<file path="src/pws_pkg.sv">
// ----------------------------------------------------------------------------
// pws_pkg
// Shared types and constants for the parallel WS2812 serializer: command
// codes, register indexes, register defaults and the pixel write request.
// ----------------------------------------------------------------------------
package pws_pkg;

    // Command codes of an input request
    localparam logic [1:0] CMD_TICK  = 2'd0;
    localparam logic [1:0] CMD_SET   = 2'd1;
    localparam logic [1:0] CMD_START = 2'd2;

    // Configuration register indexes
    localparam int          CFG_IDX_W           = 3;
    localparam logic [2:0]  CFG_BIT_PERIOD_LAST = 3'd0;
    localparam logic [2:0]  CFG_DATA_PHASE      = 3'd1;
    localparam logic [2:0]  CFG_LOW_PHASE       = 3'd2;
    localparam logic [2:0]  CFG_DEAD_PERIODS    = 3'd3;
    localparam logic [2:0]  CFG_LED_COUNT       = 3'd4;
    localparam int          CFG_DATA_W          = 8;

    // Bits sent per LED (green, red, blue, MSB first)
    localparam int          COLOR_BITS    = 24;
    localparam logic [4:0]  LAST_COLOR_BIT = 5'd23;

    // Default geometry
    localparam int          DEF_LANES = 16;
    localparam int          DEF_LEDS  = 16;
    localparam int          PINS_W    = 16;

    typedef struct packed {
        logic [7:0] bit_period_last;
        logic [7:0] data_phase;
        logic [7:0] low_phase;
        logic [7:0] dead_periods;
        logic [4:0] led_count;
    } t_cfg;

    localparam t_cfg CFG_RESET = '{
        bit_period_last: 8'd29,
        data_phase:      8'd8,
        low_phase:       8'd17,
        dead_periods:    8'd19,
        led_count:       5'd16
    };

    // One lane's colour written into one LED position
    typedef struct packed {
        logic       en;
        logic [3:0] lane;
        logic [3:0] led_index;
        logic [7:0] red;
        logic [7:0] green;
        logic [7:0] blue;
    } t_pix_wr;

endpackage

</file>
<file path="src/pws_engine.sv">
// ----------------------------------------------------------------------------
// pws_engine
// Waveform sequencer: phase, bit, LED and gap counters, the frame mode and
// the pin levels. Works on one request per fire.
// ----------------------------------------------------------------------------
module pws_engine
    import pws_pkg::*;
#(
    parameter int LANES = DEF_LANES,
    parameter int LEDS  = DEF_LEDS,
    localparam int LED_W = (LEDS > 1) ? $clog2(LEDS) : 1
) (
    input  logic                              i_clk,
    input  logic                              i_rst_n,
    input  logic                              i_fire,
    input  logic [1:0]                        i_cmd,
    input  t_cfg                              i_cfg,
    input  logic [LANES-1:0][COLOR_BITS-1:0]  i_row,
    output logic [LED_W-1:0]                  o_rd_addr,
    output logic [LED_W-1:0]                  o_cur_led,
    output logic                              o_row_load,
    output logic [LANES-1:0]                  o_pins,
    output logic                              o_busy,
    output logic                              o_done
);

    localparam logic [1:0] MODE_IDLE = 2'd0;
    localparam logic [1:0] MODE_DATA = 2'd1;
    localparam logic [1:0] MODE_GAP  = 2'd2;

    localparam int CW_A = (LEDS > 1) ? $clog2(LEDS + 1) : 1;
    localparam int CW   = (CW_A > 5) ? CW_A : 5;

    logic [1:0]       r_mode,  n_mode;
    logic [7:0]       r_phase, n_phase;
    logic [7:0]       r_gap,   n_gap;
    logic [4:0]       r_bit,   n_bit;
    logic [LED_W-1:0] r_led,   n_led;
    logic [LANES-1:0] r_pins,  n_pins;

    logic             period_end;
    logic             data_end;
    logic             done;
    logic             row_load;
    logic [CW-1:0]    leds_sent;
    logic [CW-1:0]    led_ext;
    logic [LANES-1:0] data_word;
    logic [4:0]       col_bit;

    assign leds_sent = (CW'(i_cfg.led_count) > CW'(LEDS)) ? CW'(LEDS) : CW'(i_cfg.led_count);
    assign led_ext   = CW'(r_led);
    assign col_bit   = LAST_COLOR_BIT - r_bit;

    // Data part ends when the bit count reaches leds_sent * 24
    assign data_end = (r_bit == LAST_COLOR_BIT) ? ((led_ext + 1'b1) >= leds_sent)
                                                : (led_ext >= leds_sent);
    assign period_end = (r_phase >= i_cfg.bit_period_last);

    always_comb begin
        for (int l = 0; l < LANES; l++) begin
            data_word[l] = i_row[l][col_bit];
        end
    end

    always_comb begin
        n_mode   = r_mode;
        n_phase  = r_phase;
        n_gap    = r_gap;
        n_bit    = r_bit;
        n_led    = r_led;
        n_pins   = r_pins;
        done     = 1'b0;
        row_load = 1'b0;
        if (i_fire) begin
            unique case (i_cmd)
                CMD_TICK: begin
                    unique case (r_mode)
                        MODE_DATA: begin
                            // high, data, low: a later event on the same phase wins
                            if (r_phase == 8'd0) begin
                                n_pins = '1;
                            end
                            if (r_phase == i_cfg.data_phase) begin
                                n_pins = data_word;
                            end
                            if (r_phase == i_cfg.low_phase) begin
                                n_pins = '0;
                            end
                            if (period_end) begin
                                n_phase = 8'd0;
                                if (data_end) begin
                                    n_mode = MODE_GAP;
                                    n_gap  = 8'd0;
                                end else if (r_bit == LAST_COLOR_BIT) begin
                                    n_bit    = 5'd0;
                                    n_led    = r_led + 1'b1;
                                    row_load = 1'b1;
                                end else begin
                                    n_bit = r_bit + 5'd1;
                                end
                            end else begin
                                n_phase = r_phase + 8'd1;
                            end
                        end
                        MODE_GAP: begin
                            n_pins = '0;
                            if (period_end) begin
                                n_phase = 8'd0;
                                if (r_gap >= i_cfg.dead_periods) begin
                                    n_mode = MODE_IDLE;
                                    n_gap  = 8'd0;
                                    done   = 1'b1;
                                end else begin
                                    n_gap = r_gap + 8'd1;
                                end
                            end else begin
                                n_phase = r_phase + 8'd1;
                            end
                        end
                        default: begin
                        end
                    endcase
                end
                CMD_START: begin
                    // ignore start while busy
                    if (r_mode == MODE_IDLE) begin
                        n_bit    = 5'd0;
                        n_led    = '0;
                        n_phase  = 8'd0;
                        n_gap    = 8'd0;
                        n_mode   = (leds_sent == '0) ? MODE_GAP : MODE_DATA;
                        row_load = 1'b1;
                    end
                end
                default: begin
                end
            endcase
        end
    end

    always_ff @(posedge i_clk) begin
        if (!i_rst_n) begin
            r_mode  <= MODE_IDLE;
            r_phase <= 8'd0;
            r_gap   <= 8'd0;
            r_bit   <= 5'd0;
            r_led   <= '0;
            r_pins  <= '0;
        end else begin
            r_mode  <= n_mode;
            r_phase <= n_phase;
            r_gap   <= n_gap;
            r_bit   <= n_bit;
            r_led   <= n_led;
            r_pins  <= n_pins;
        end
    end

    // Prefetch the following LED while sending, row 0 otherwise
    assign o_rd_addr  = (r_mode == MODE_DATA) ? r_led + 1'b1 : '0;
    assign o_cur_led  = r_led;
    assign o_row_load = row_load;
    assign o_pins     = n_pins;
    assign o_busy     = (n_mode != MODE_IDLE);
    assign o_done     = done;

endmodule

</file>
<file path="config.mk">
export PLATFORM = sky130hd
export DESIGN_NAME = pws_engine
export DESIGN_NICKNAME = d
export VERILOG_FILES = /design/src/pws_pkg.sv /design/src/pws_engine.sv
export SDC_FILE = /design/constraint.sdc
export NUM_CORES = 1
export LEC_CHECK = 0
export ABC_AREA = 0
export BUFFER_PORTS_ARGS = -buffer_cell sky130_fd_sc_hd__buf_2
export CORE_AREA = 2 2 175 177
export CTS_BUF_LIST = sky130_fd_sc_hd__clkbuf_8 sky130_fd_sc_hd__clkbuf_16
export DETAILED_ROUTE_END_ITERATION = 8
export DIE_AREA = 0 0 177 179
export PLACE_DENSITY = 0.59
export SLEW_MARGIN = 20
export SYNTH_ARGS = -nofsm -noshare
export SYNTH_HDL_FRONTEND = slang
export SYNTH_SLANG_ARGS = --single-unit
</file>
<file path="constraint.sdc">
create_clock -name i_clk -period 2.7 [get_ports i_clk]
set_clock_uncertainty 0.15 [all_clocks]
set_input_delay 0.405 -clock i_clk [delete_from_list [all_inputs] [get_ports i_clk]]
set_output_delay 0.405 -clock i_clk [all_outputs]
set_load 0.01 [all_outputs]
</file>
# Word-level counts from Yosys, hierarchy flattened

Index checks and enable logic that the tools add are counted.

Eq/ne operators: 16
Multiplexer cells: 84
Add/subtract/negate cells: 6
Magnitude comparators: 6
Reduce and logical (&&, ||, !) cells: 11

Operators by type and width:

| kind                | count |
|---|---|
| $bmux 1 s5          | 16 |
| $mux 16             | 5 |
| $mux 8              | 7 |
| $pmux 8 s2          | 3 |
| $pmux 16 s2         | 1 |
| $mux 5              | 6 |
| $mux 1              | 28 |
| $mux 4              | 6 |
| $add 8x1->8 const B | 2 |
| $eq 8x8->1          | 2 |
| $ge 8x8->1          | 2 |
| $mux 2              | 7 |
| $reduce_and 7->1    | 2 |
| $ne 2x2->1 const B  | 6 |
| $ne 3x3->1 const B  | 4 |
| $pmux 5 s2          | 1 |
| $logic_not 8->1     | 1 |
| $pmux 2 s2          | 2 |
| $pmux 4 s2          | 1 |
| $lt 5x6->1 const B  | 1 |
| $reduce_and 6->1    | 1 |
| $add 4x1->5 const B | 1 |
| $add 5x1->5 const B | 1 |
| $eq 5x5->1 const B  | 1 |
| other kinds (13)    | 16 |

Register bits: 43
Input bits: 426

# Logic depth before layout (Yosys ltp)

Gate-level depths: netlist of run 1.

Depth after elaboration: 10
Mapped depth: 11

# Worst setup path after synthesis of run 1

OpenSTA, ideal clock, no wires.

Path kind: flip-flop to output port
From: reg r_bit[3]
To: out o_pins[7]
Slack: -0.169 ns
Data required time: 2.145 ns
Cell stages (with the launch flop): 11
Arrival: 2.314 ns
Cells stage by stage: dfxtp_1 -> clkinv_1 -> clkbuf_1 -> ha_1 -> clkbuf_1 -> clkbuf_1 -> mux4_2 -> nand2_1 -> o21ai_1 -> o22ai_2 -> nor2_1

Cells in the longest elaborated chain, start to end: 8

RTL lines:

| item                         | RTL line          | text |
|---|---|---|
| start: declaration           | pws_engine.sv:37  | `logic [4:0] r_bit, n_bit;` |
| start signal: assignment     | pws_engine.sv:153 | `r_bit <= n_bit;` |
| $sub 5x5->5                  | pws_engine.sv:52  | `assign col_bit = LAST_COLOR_BIT - r_bit;` |
| $bmux 1 s5                   | pws_engine.sv:61  | `data_word[l] = i_row[l][col_bit];` |
| $mux 1 (not written as such) | pws_engine.sv:61  |  |
| $mux 16                      | pws_engine.sv:83  | `if (r_phase == i_cfg.data_phase) begin` |
| $mux 16                      | pws_engine.sv:86  | `if (r_phase == i_cfg.low_phase) begin` |
| $pmux 16 s2                  | pws_engine.sv:77  | `unique case (r_mode)` |
| $mux 16                      | pws_engine.sv:75  | `unique case (i_cmd)` |
| $mux 16                      | pws_engine.sv:74  | `if (i_fire) begin` |
| end: declaration             | pws_engine.sv:22  | `output logic [LANES-1:0] o_pins,` |

Every way passes these cells. The select of a mux whose other input is x is not followed.

# Final worst setup path of run 1

From: reg r_bit[0]
To: out o_pins[1]

Same word-level chain as after synthesis.

==> out/metrics.cfg, run 1 <==
[layout]
drive_gt1_share_pct = 69.22
area_growth_pct = 66.92
postLayoutCellArea_mm2 = 0.01029
nets = 1570

[global_routing]
grt_usage_pct = 17.02
grt_pass1_vias = 6975
antenna_found_initial = 13
grt_first_pass_wirelength_mm = 40.14
grt_max_degree = 24
grt_overflow = 0

[logic_synthesis]
synth-seq-cells = 43
synth_edf_count = 0
synth_nets = 1041
synth_seq_area_share_pct = 13.96
ys_types = 57
synth_area_mm2 = 0.006165
synthesis.instances = 581
yosys_warnings = 0
ys_async_sr_fraction_pct = 0
avgSynthCellArea_um2 = 10.61
synth_top_flop_cell = dfxtp_1

[clocking]
cts_sinks = 43
clock_latency_ps = 300
htreeDepth = 2
clk_pin_slew_worst_paths_ps = 70
cts_tree = done
numCtsBuffers = 5
cts_root_buffer = clkbuf_16
cts.path.max_buffers = 2

[power_and_ir_drop]
p_per_area_mw_per_mm2 = 220.5
p_leak_nw = 4.608
irDropWorstVdd_v = 0.0002060

[worst_setup_path]
required_ps = 2140
crit_fanout = 10
crit_chain = buf_12 > buf_12 > mux4_2 > mux4_2 > nand2_1 > o21ai_2 > o22ai_2 > nor2_1 > buf_2
critPathSlowestCell = mux4_2
criticalPathCategory = flip-flop to output pin
worstSetupEndpointType = output pin
cp.arrival_ps = 2600
startpoint_type = flip-flop
critPathMaxStageDelay_ps = 620

[placed_design]
place.gp.congestion = 0.8410
dp_slack_ps = -291.0
portBuffers = 452
postPlaceCellArea_mm2 = 0.009449
hpwl_mm = 25.08

[sta]
fmax_mhz = 317.3
period_minus_slack_ps = 3152
min_period_over_period_pct = 116.7
worst_pin_slew_ps = 675.0
slew-limit-headroom_pct = 54.91
rsz0062_at_grt = yes
drv_slew = 0
layout_setup_ws_ps = -451.8
setup_violations = 25
tns_ps = -7387
hold_viol = 0
whs_ps = 351.1

[detailed_routing]
drt_first_pass_iters = 4
wl_per_cell_um = 19.88
route.vias.total = 7351
routed_wl_mm = 30.11
drtIter0Drc = 443
remaining_drc_errors = 0
ant_nets = 0
vias_per_cell = 4.855

[floorplan]
fp-row-count = 64
ios = 453
die_area_mm2 = 0.03168
start_util_pct = 20.53
die_y_um = 179
fp.coreArea_mm2 = 0.03003
fp.dieW_um = 177

[run]
maxCapViolCount = 0

[status]
status = finished with violations
violations = negative setup slack

[min_path]
hold_class = flip-flop to flip-flop

metrics by stage:
step	utilization [%]	total power [W]	cells
final	34.27	0.002269	1514
after global routing	34.22	0.002392	1508
after CTS	32.74	0.002246	1483
after detailed placement	31.47	0.001601	1467
after global placement	31.47	0.001587	1467
after floorplan	-	0.001110	581
critical path: cells and delay by family (launching register included):
kind            cells  cell delay, ps
flops               1             410
mux                 2            1100
compound gates      2             170
simple gates        2             160
buf+inv             3             450
timing repair:
item	CTS	global route
setup buffers	9	21
pin swaps	10	29
hold buffers	0	0
setup endpoints to repair	32	35
resized for setup	41	43
gates cloned	0	3
metal layers:
layer	GRT usage, %	wire [um]	vias up	part of all wire [%]
li1	-	-	3349	-
met1	23.48	12510	3551	42
met2	27.58	14310	421	48
met4	3.685	430	4	1.4
met3	3.223	2827	26	9.4
met5	0	22	-	0.073
power by group:
group	switching [W]	leakage, nW	internal (W)
sequential	0.00000566	0.351	0.000638
combinational	0.000411	4.18	0.000610
clock	0.000269	0.0762	0.000335
total	0.000685	4.61	0.00158
worst paths after layout:
check               startpoint           end  slack (ps)  depth (start not counted)
hold / removal        r_gap[0]      r_gap[0]         350                          2
setup / recovery      r_bit[0]     o_pins[1]        -450                          9
hold reg to reg       r_gap[0]      r_gap[0]         350                          2
setup reg to reg  o_cur_led[0]  o_cur_led[2]        -110                         14
Yosys cell counts (5+ instances only):
library cell	n	share of area (%)
o22ai_2	16	3.2
dfxtp_1	43	14
o21ai_1	18	1.5
xnor2_1	11	1.6
a21oi_1	15	1.2
o22ai_1	6	0.61
mux2i_1	19	3.1
buf_2	14	1.1
ha_1	34	6.9
and2_1	5	0.51
nor2b_1	5	0.51
o21ai_0	17	1.4
nand2_1	43	2.6
clkbuf_1	22	1.3
inv_1	29	1.8
xor2_1	15	2.1
nand4_1	8	0.81
and3_1	9	0.91
buf_6	11	2.0
nand2b_1	6	0.61
mux4_2	112	41
nand3_1	11	0.89
nor2_1	59	3.6
layout make-up:
class / count / area (um^2)
Fill cell: 3079 / 19740
Multi-Input combinational cell: 461 / 5234
Timing Repair Buffer: 569 / 3415
Sequential cell: 43 / 878.3
Tap cell: 396 / 495.5
Clock buffer: 5 / 125.1
Inverter: 30 / 112.6
Antenna cell: 7 / 17.52
Clock inverter: 3 / 12.51
registers in the layout, summed over array words and instances (netlist names):
signal,count
r_phase,8
r_bit,5
r_gap,8
o_cur_led,4
r_mode,2
r_pins,16
layout by cell type, fill, tap and decap left out, types with 8 or more instances in the layout:
master,Yosys,final
buf_2,14,452
mux4_2,112,112
buf_4,0,86
nor2_1,59,56
dfxtp_1,43,37
nand2_1,43,35
inv_1,29,31
ha_1,34,30
mux2i_1,19,18
o22ai_2,16,18
o21ai_1,18,15
xor2_1,15,14
buf_12,0,14
o21ai_0,17,13
buf_6,11,13
xnor2_1,11,10
a21oi_1,15,9
nand4_1,8,8
nand2_2,0,8
and3_1,9,8
kinds of logic (layout without fill, tap and decap cells):
family          Yosys count  in the layout  share of synthesized area, %
compound gates           94             95                         11.04
xor+xnor                 26             26                         3.694
fa+ha+maj                34             34                         6.901
buf+inv                  78            607                         6.393
flops                    43             43                         13.96
mux                     132            132                         44.19
other cells               0              7                             0
simple gates            174            174                         13.82
Note: power is estimated with default switching activity, not from simulation.
==> inputs of run 2 (changes only) <==
--- a/config.mk
+++ b/config.mk
@@ -11,7 +11,6 @@
 export CTS_BUF_LIST = sky130_fd_sc_hd__clkbuf_8 sky130_fd_sc_hd__clkbuf_16
 export DETAILED_ROUTE_END_ITERATION = 8
 export DIE_AREA = 0 0 177 179
-export PLACE_DENSITY = 0.59
 export SLEW_MARGIN = 20
 export SYNTH_ARGS = -nofsm -noshare
 export SYNTH_HDL_FRONTEND = slang
==> run 2 against run 1 <==
The flow still finishes with violations (negative setup slack). Combinational power about the same. Clock-buffer cell count up 1. Sequential cell count unchanged. Largest cell class unchanged. Largest power group unchanged. Highest routed layer unchanged.
==> out/metrics.cfg, run 2 (same netlist as run 1, synthesis figures left out) <==
[status]
status = finished with violations
violations = negative setup slack

[sta]
setup_violations = 25  ; unchanged
period_minus_slack_ps = 3147  ; -5.093 ps
whs_ps = 352.7  ; +1.641 ps
fmax_mhz = 317.8  ; +0.16%
drv_slew = 0  ; unchanged
worst_pin_slew_ps = 571.1  ; -103.9 ps
min_period_over_period_pct = 116.5  ; -0.19 points
hold_viol = 0  ; unchanged
slew-limit-headroom_pct = 61.93  ; +7.0 points
tns_ps = -7584  ; -196.6 ps
layout_setup_ws_ps = -446.7  ; +5.093 ps
rsz0062_at_grt = yes

[power_and_ir_drop]
pwr-share-seq_pct = 27.6  ; -0.8 points
combPwrFrac_pct = 43.2  ; -1.8 points
p_leak_nw = 4.547  ; -1.3%
power.share.clock_pct = 29.2  ; +2.6 points
irDropWorstVdd_v = 0.0002428  ; +18%
p_per_area_mw_per_mm2 = 229.4  ; +4.0%
power.internal_w = 0.001635  ; +3.3%
p_sw_w = 0.0006968  ; +1.7%
finalPower_w = 0.002332  ; +2.8%
swShare_pct = 29.88  ; -0.33 points

[placed_design]
hpwl_mm = 25.35  ; +1.1%
place.gp.congestion = 0.9025  ; +7.3%
postPlaceCellArea_mm2 = 0.009397  ; -0.56%
portBuffers = 452  ; unchanged

[clocking]
cts_root_buffer = clkbuf_16
clock_latency_ps = 290  ; about the same
cts_tree = done
numCtsBuffers = 5  ; unchanged
cts.path.max_buffers = 2  ; unchanged
clk_pin_slew_worst_paths_ps = 70  ; about the same
holdBufCountCts = 0  ; unchanged
htreeDepth = 2  ; unchanged
cts_sinks = 43  ; unchanged

[floorplan]
die_y_um = 179  ; unchanged
fp-row-count = 64  ; unchanged
start_util_pct = 20.53  ; unchanged
ios = 453  ; unchanged
fp.coreArea_mm2 = 0.03003  ; unchanged
fp.dieW_um = 177  ; unchanged
die_area_mm2 = 0.03168  ; unchanged

[worst_setup_path]
r2r_slack_ps = -110  ; about the same
crit_chain = buf_6 > clkbuf_16 > mux4_2 > mux4_2 > nand2_2 > o21ai_2 > o22ai_2 > nor2_1 > buf_2
critPathMaxStageDelay_ps = 580  ; -40 ps
cp.arrival_ps = 2590  ; about the same
critPathSlowestCell = mux4_2
startpoint_type = flip-flop
cp_common_cell = mux4_2
critPathTopFamily = multiplexers
worstSetupEndpointType = output pin
criticalPathCategory = flip-flop to output pin
required_ps = 2140  ; about the same
worst-path-buf-inv = 3  ; unchanged
crit_fanout = 6  ; -4
worstRegToRegCells = 13  ; -1
reg2reg_to = r_gap[5]
r2r-start = r_bit[0]

[detailed_routing]
drt_first_pass_iters = 5  ; +1
route.vias.total = 7259  ; -1.3%
ant_nets = 0  ; unchanged
wl_per_cell_um = 20.32  ; +2.2%
remaining_drc_errors = 0  ; unchanged
drtIter0Drc = 485  ; +9.5%
routed_wl_mm = 30.49  ; +1.3%
vias_per_cell = 4.836  ; -0.40%

[layout]
largest_reg_flops = 16  ; unchanged
final_cell_mix = buf_2, mux4_2, buf_4, nor2_1
utilization_pct = 33.85  ; -0.41 points
postLayoutCellArea_mm2 = 0.01017  ; -1.2%
drive_gt1_share_pct = 68.58  ; -0.64 points
largest_register = r_pins
largestRegisters = r_pins x16, r_gap x8, r_phase x8
area_growth_pct = 64.91
final_common_cell = buf_2
nets = 1557  ; -0.83%

[global_routing]
grt_usage_pct = 16.92  ; -0.098 points
grtUsageMet2_pct = 27.20  ; -0.37 points
grt-busiest-layer = met2
grt_first_pass_wirelength_mm = 39.84  ; -0.76%
grtUsageMet3_pct = 3.414  ; +0.19 points
grt_max_degree = 38  ; +58%
grt_pass1_vias = 6959  ; -0.23%
grt_overflow = 0  ; unchanged
antenna_found_initial = 12  ; -1
met1_usage_pct = 23.49  ; about the same

[min_path]
hp-start = r_gap[1]
hold_depth = 2  ; unchanged
hold_class = flip-flop to flip-flop
min_to = r_gap[1]

[run]
maxCapViolCount = 0  ; unchanged

run 2: cell count changes in the layout (fill, tap and decap cells not counted), moves of 3 or more:
cell     change
o21ai_2      +3
a21oi_2      -4
buf_4        -8
o21ai_0      +4
o21ai_1      -7
a21oi_1      +3
inv_1        -3
run 2: worst register-to-register path: cells and delay by family, from the launching register on:
kind                     cells  cell delay [ps]
AND/OR/NAND/NOR              3              810
buffers and inverters        6              860
AO/OA/AOI/OAI                3              350
flip-flops                   1              380
adder cells (fa/ha/maj)      1              190
run 2: final cells by class:
type,count,area (um^2)
repair buffers,557,3314
flip-flops and latches,43,878.3
fillers,3090,19860
diodes,7,17.52
multi-input cells,460,5179
clock buffers,6,150.1
clock inverters,2,16.27
well taps,396,495.5
inverters,30,115.1
run 2: how the worst max path moves through the flow:
stage,startpoint,end,slack [ps],depth (start not counted)
finish,r_bit[0],o_pins[10],-450,9
detailed placement,i_cfg[4],o_busy,-180,12
CTS,r_bit[0],o_pins[8],-440,8
global placement,i_cfg[4],o_busy,-170,12
floorplan,o_cur_led[2],o_busy,30,10
global route,r_bit[0],o_pins[6],-540,9
run 2: timing repair:
item	4_1_cts	5_1_grt
setup endpoints to repair	30	35
setup buffers	10	12
pin swaps	21	22
resized for setup	37	36
gates cloned	0	4
run 2: power groups by stage:
stage	Clock [W]	Combinational, W	Sequential, W
after floorplan	0	0.000450	0.000660
after global placement	0	0.000925	0.000661
after detailed placement	0	0.000935	0.000661
after CTS	0.000708	0.000961	0.000644
after global routing	0.000723	0.00108	0.000645
final	0.000682	0.00101	0.000644
run 2: stage by stage:
step / instances / worst slack, ps
finish: 1501 / -446.7
global route: 1495 / -541.5
CTS: 1478 / -442.1
detailed placement: 1460 / -180.7
global placement: 1460 / -167.9
floorplan: 581 / 31.61
run 2: layer usage:
layer  up-vias  wire length, um
met1      3498            13030
met3        30             2794
met4         8              442
met5         -               45
met2       407            14180
li1       3316                -
